[config.mk]
export PLATFORM = sky130hd
export DESIGN_NAME = pqs_update
export DESIGN_NICKNAME = d
export VERILOG_FILES = /design/src/hdl/pqs_pkg.sv /design/src/hdl/pqs_update.sv
export SDC_FILE = /design/constraint.sdc
export NUM_CORES = 1
export LEC_CHECK = 0
export BUFFER_PORTS_ARGS = -buffer_cell sky130_fd_sc_hd__buf_2
export CAP_MARGIN = 20
export CORE_AREA = 4 4 208 210
export DETAILED_ROUTE_END_ITERATION = 7
export DIE_AREA = 0 0 212 214
export PLACE_DENSITY_LB_ADDON = 0.15
export SLEW_MARGIN = 20
export SYNTH_ARGS = -nofsm -noshare
export SYNTH_HDL_FRONTEND = slang
export SYNTH_SLANG_ARGS = --single-unit
[constraint.sdc]
create_clock -name vclk -period 4
set_input_delay 0.2 -clock vclk [all_inputs]
set_output_delay 0.2 -clock vclk [all_outputs]
set_load 0.1 [all_outputs]
[src/hdl/pqs_pkg.sv]
// Package: shared constants, counter entry layout and size bucket decode.
package pqs_pkg;

  localparam int QUEUES    = 1024;
  localparam int ENTRIES   = 2 * QUEUES;
  localparam int ENTRY_W   = (ENTRIES > 1) ? $clog2(ENTRIES) : 1;
  localparam int BUCKETS   = 5;
  localparam int NAME_W    = 64;
  localparam int QUEUE_W   = 16;
  localparam int LEN_W     = 32;
  localparam int BYTES_W   = 64;
  localparam int COUNT_W   = 32;

  // Register indexes on the configuration port.
  localparam logic REG_FILTER_FIRST  = 1'b0;
  localparam logic REG_FILTER_SECOND = 1'b1;

  // Upper bounds of the size buckets, in bytes.
  localparam logic [LEN_W-1:0] BOUND_64  = 32'd64;
  localparam logic [LEN_W-1:0] BOUND_512 = 32'd512;
  localparam logic [LEN_W-1:0] BOUND_2K  = 32'd2048;
  localparam logic [LEN_W-1:0] BOUND_16K = 32'd16384;
  localparam logic [LEN_W-1:0] BOUND_64K = 32'd65536;

  typedef struct packed {
    logic [BYTES_W-1:0]              byte_total;
    logic [COUNT_W-1:0]              packet_total;
    logic [BUCKETS-1:0][COUNT_W-1:0] buckets;
  } entry_t;

  localparam int ENTRY_BITS = $bits(entry_t);

  // One-hot mask of the first bucket whose bound lies above len; zero when none.
  function automatic logic [BUCKETS-1:0] bucket_hit(input logic [LEN_W-1:0] len);
    logic [BUCKETS-1:0] hit;
    hit = '0;
    if (len < BOUND_64) begin
      hit[0] = 1'b1;
    end else if (len < BOUND_512) begin
      hit[1] = 1'b1;
    end else if (len < BOUND_2K) begin
      hit[2] = 1'b1;
    end else if (len < BOUND_16K) begin
      hit[3] = 1'b1;
    end else if (len < BOUND_64K) begin
      hit[4] = 1'b1;
    end
    return hit;
  endfunction

endpackage

[src/hdl/pqs_update.sv]
// Counter update: add one packet of a given length to a read-back entry.
module pqs_update
  import pqs_pkg::*;
(
  input  entry_t           old_entry,
  input  logic [LEN_W-1:0] len,
  output entry_t           new_entry
);

  logic [BUCKETS-1:0] hit;

  assign hit = bucket_hit(len);

  always_comb begin
    new_entry.byte_total   = old_entry.byte_total + BYTES_W'(len);
    new_entry.packet_total = old_entry.packet_total + COUNT_W'(1);
    for (int b = 0; b < BUCKETS; b++) begin
      new_entry.buckets[b] = old_entry.buckets[b] + COUNT_W'(hit[b]);
    end
  end

endmodule

Word-level counts from Yosys, hierarchy flattened --
Index checks and enable logic that the tools add are counted.
Operators by class: $add $sub $neg 7, order comparisons 5, muxes and demuxes 9
Operator list (count):
- 32-bit by 1-bit adder with 32-bit output | 5
- 64-bit by 32-bit adder with 64-bit output | 1
- 32-bit by 1-bit adder with 32-bit output, second input constant | 1
- 32-bit by 10-bit < comparator with 1-bit output, second input constant | 1
- 32-bit by 12-bit < comparator with 1-bit output, second input constant | 1
- 32-bit by 15-bit < comparator with 1-bit output, second input constant | 1
- 32-bit by 17-bit < comparator with 1-bit output, second input constant | 1
- 32-bit by 7-bit < comparator with 1-bit output, second input constant | 1
- 1-bit 2-to-1 mux | 6
- 4-bit 2-to-1 mux | 1
- 3-bit 2-to-1 mux | 1
- 2-bit 2-to-1 mux | 1
Storage, ports and cells: register bits 0, input bits 288, output and inout port bits 256, word-level logic and storage cells 21

Longest topological paths before layout --
depth in word-level cells 7, gate-level depth with buffers 15, gate-level depth less buffers 15

Worst setup path after synthesis --
OpenSTA, ideal clock, no wires.
path type input-to-output, start point in old_entry[192] (netlist name), end point out new_entry[224] (netlist name), arrival 4632 ps, required time 3800 ps, path slack -832 ps, cell stages on the path 10, path buffers 0, path through ha_1 > inv_1 > fa_1 > nor2b_1 > o211ai_1 > a31o_1 > a2111o_1 > a2111oi_2 > nor2_1 > a311oi_1
RTL lines:
- from (decl) | line pqs_update.sv:5 | input entry_t old_entry,
- to (decl) | line pqs_update.sv:7 | output entry_t new_entry

==> summary.md <==
| Metric | Value |
|---|---|
| Top cells by area, synth | `xnor2_1, xor2_1, ha_1` |
| Netlist Area Pre-Place | `about 5900 sq um` |
| Startpoint types | `primary input` |
| Hold Path Class | `primary input to output port` |
| Final Cell Area | `11600 sq um` |
| YS warnings | `0` |
| Fmax | `0.267 GHz` |
| Starting Density | `between 10% and 20%` |
| Worst setup EP type | `output port` |
| DP HPWL | `approximately 38000 microns` |
| Die Span X | `roughly 210 microns` |
| Fillers | `around 4600` |
| Critical Path RT | `between 3 and 4 ns` |
| Count of cell types in the netlist | `46` |
| Setup TNS | `0 ns` |
| Placeable Area | `approximately 42000 sq um` |
| Cell accounting for the most synthesized area | `xnor2_1` |
| Register area | `0 sq um` |
| VDD IR max | `between 0.2 and 0.25 mV` |
| Total Routing Usage GR | `around 16%` |
| Ports | `544` |
| Antenna Nets Post-Route | `0` |
| Post-Syn Area per Cell | `about 6.6 sq um` |
| Share of the synthesized area in the top cell type | `between 20% and 30%` |
| # clk buffers | `0` |
| Largest net degree at the start of global routing | `17` |
| RePlAce Congestion | `~0.95` |
| Gr ovfl total | `0` |
| Syn_nets | `between 1000 and 1500` |
| DR DRC count | `0` |
| PD cells | `roughly 230 nW/um^2` |
| Via Count | `between 8000 and 9000` |
| M1 GR Usage | `between 10% and 20%` |
| Area growth syn-to-layout | `98.0%` |
| Initial DRC count | `324` |
| Status | `completed` |
| First-pass DRT Iterations | `5` |
| Post-DP Area | `~12000 sq um` |
| Finish-stage setup viols | `0` |
| Cells after synthesis | `roughly 900` |
| GRT Max-Usage Layer | `met2` |
| Most instantiated cells after synthesis | `xnor2_1, nand2_1, nand3_1, xor2_1, nor2_1` |
| Met3 GRT Util | `approximately 5%` |
| Pre-CTS setup slack | `-0.131 ns` |
| Max-Cap Viols | `0` |
| DIE AREA | `roughly 45000 sq um` |
| Initial antenna violation count | `27` |
| Sequential share of the synthesized area | `0%` |
| Post-layout min period | `~3.7 ns` |
| Met2 usage | `a little under a third` |
| First-pass GRT wire length | `57300 microns` |
| Final #Nets | `between 1500 and 2000` |
| Worst-Margin Slew | `approximately 0.63 ns` |
| Vias in the first global route | `approximately 9000` |
| Count leader, synth | `xnor2_1` |
| Total power | `around 2.7 mW` |
| LEAKAGE | `around 5.5 nW` |
| CP Data Arrival Time | `3.55 ns` |
| Vias per cell | `~4.4` |
| Hold Vio Cnt, Final | `0` |
| Wire per inst | `around 20 microns` |
| IO Port Bufs | `544` |
| Worst setup path class | `primary input to output port` |
| Final period util | `roughly 94%` |
| Max_slew headroom | `between 50% and 60%` |
| Num sequential | `0` |
| Max FO, Critical Path | `3` |
| Site row count | `between 70 and 80` |
| Worst hold slack | `0.746 ns` |
| Max-slew violations | `0` |
| Routed WL | `40100 microns` |
| Die height | `~210 microns` |
| Layout cells sized above 1 | `between 40 and 50%` |
| Setup ws final | `roughly 0.25 ns` |
[final timing paths]
path / depth (start not counted) / to / startpoint / slack [ns]
worst min-delay path: 3 / new_entry[255] / old_entry[255] / 0.75
worst max-delay path: 19 / new_entry[62] / len[27] / 0.25
[where the power goes]
part / internal [mW] / switching (mW) / total (mW) / leakage, nW
combinational: 0.659 / 2.03 / 2.69 / 5.47
clock: 0.000000539 / 0 / 0.000000539 / 0.000101
sequential: 0 / 0 / 0 / 0
total: 0.659 / 2.03 / 2.69 / 5.47
[layer usage]
metal,vias up,routed length [microns]
li1,4310,-
met1,4065,14800
met2,339,20900
met3,52,3450
met4,8,936
met5,-,69
[worst max-delay path: stages]
cell and delay [ns]:
buf_2 0.13, nor4_4 0.32, buf_4 0.16, nand4_1 0.20, nand2b_4 0.22, nor2b_2 0.13, buf_4 0.14, nand2_1 0.05
nor2_1 0.09, ha_2 0.20, ha_1 0.17, nand4_1 0.16, nor4_2 0.31, nor2b_2 0.22, nor2b_2 0.18, nor2b_4 0.18
nand2_1 0.10, xnor2_2 0.19, buf_12 0.20
[per-stage QoR]
step	cells	util, %
finish	2003	28.0
CTS	1986	27.8
global route	1998	28.0
detailed placement	1986	27.7
global placement	1986	27.7
floorplan	890	-
[timing repair]
| action | CTS | global route |
|---|---|---|
| pin swaps | 0 | 2 |
| hold buffers | 0 | 0 |
| resized for setup | 2 | 11 |
| setup endpoints to repair | 6 | 12 |
| gates cloned | 0 | 0 |
| buffers inserted | 0 | 1 |
[cell families (layout without fill, tap and decap cells)]
group           after synthesis  after routing  synth area share [%]
buf+inv                      48            606                  3.19
compound gates              131            131                  15.2
xor+xnor                    242            242                  36.1
other cells                   0             16                     0
simple gates                425            425                  36.1
fa+ha+maj                    44             44                  9.50
[layout make-up]
cell class	instances	area, sq um	area share, %
multi-input combinational	842	6000	51.6
antenna	16	40.0	0.344
inverter	23	86.3	0.742
tap	539	674	5.80
timing repair buffer	583	4830	41.5
[layout by cell type (no fill, tap or decap), types with 13 or more instances in the layout]
cell / Yosys / routed
buf_2: 0 / 422
xnor2_1: 166 / 135
buf_12: 0 / 121
nand2_1: 115 / 115
nand3_1: 80 / 80
xor2_1: 76 / 74
nor2_1: 70 / 69
and3_1: 52 / 52
nand4_1: 50 / 50
ha_1: 43 / 42
a21oi_1: 41 / 41
buf_4: 0 / 40
xnor2_2: 0 / 31
inv_1: 23 / 23
o21ai_0: 17 / 17
diode_2: 0 / 16
and4_1: 13 / 13
(Power assumes the default switching activity.)
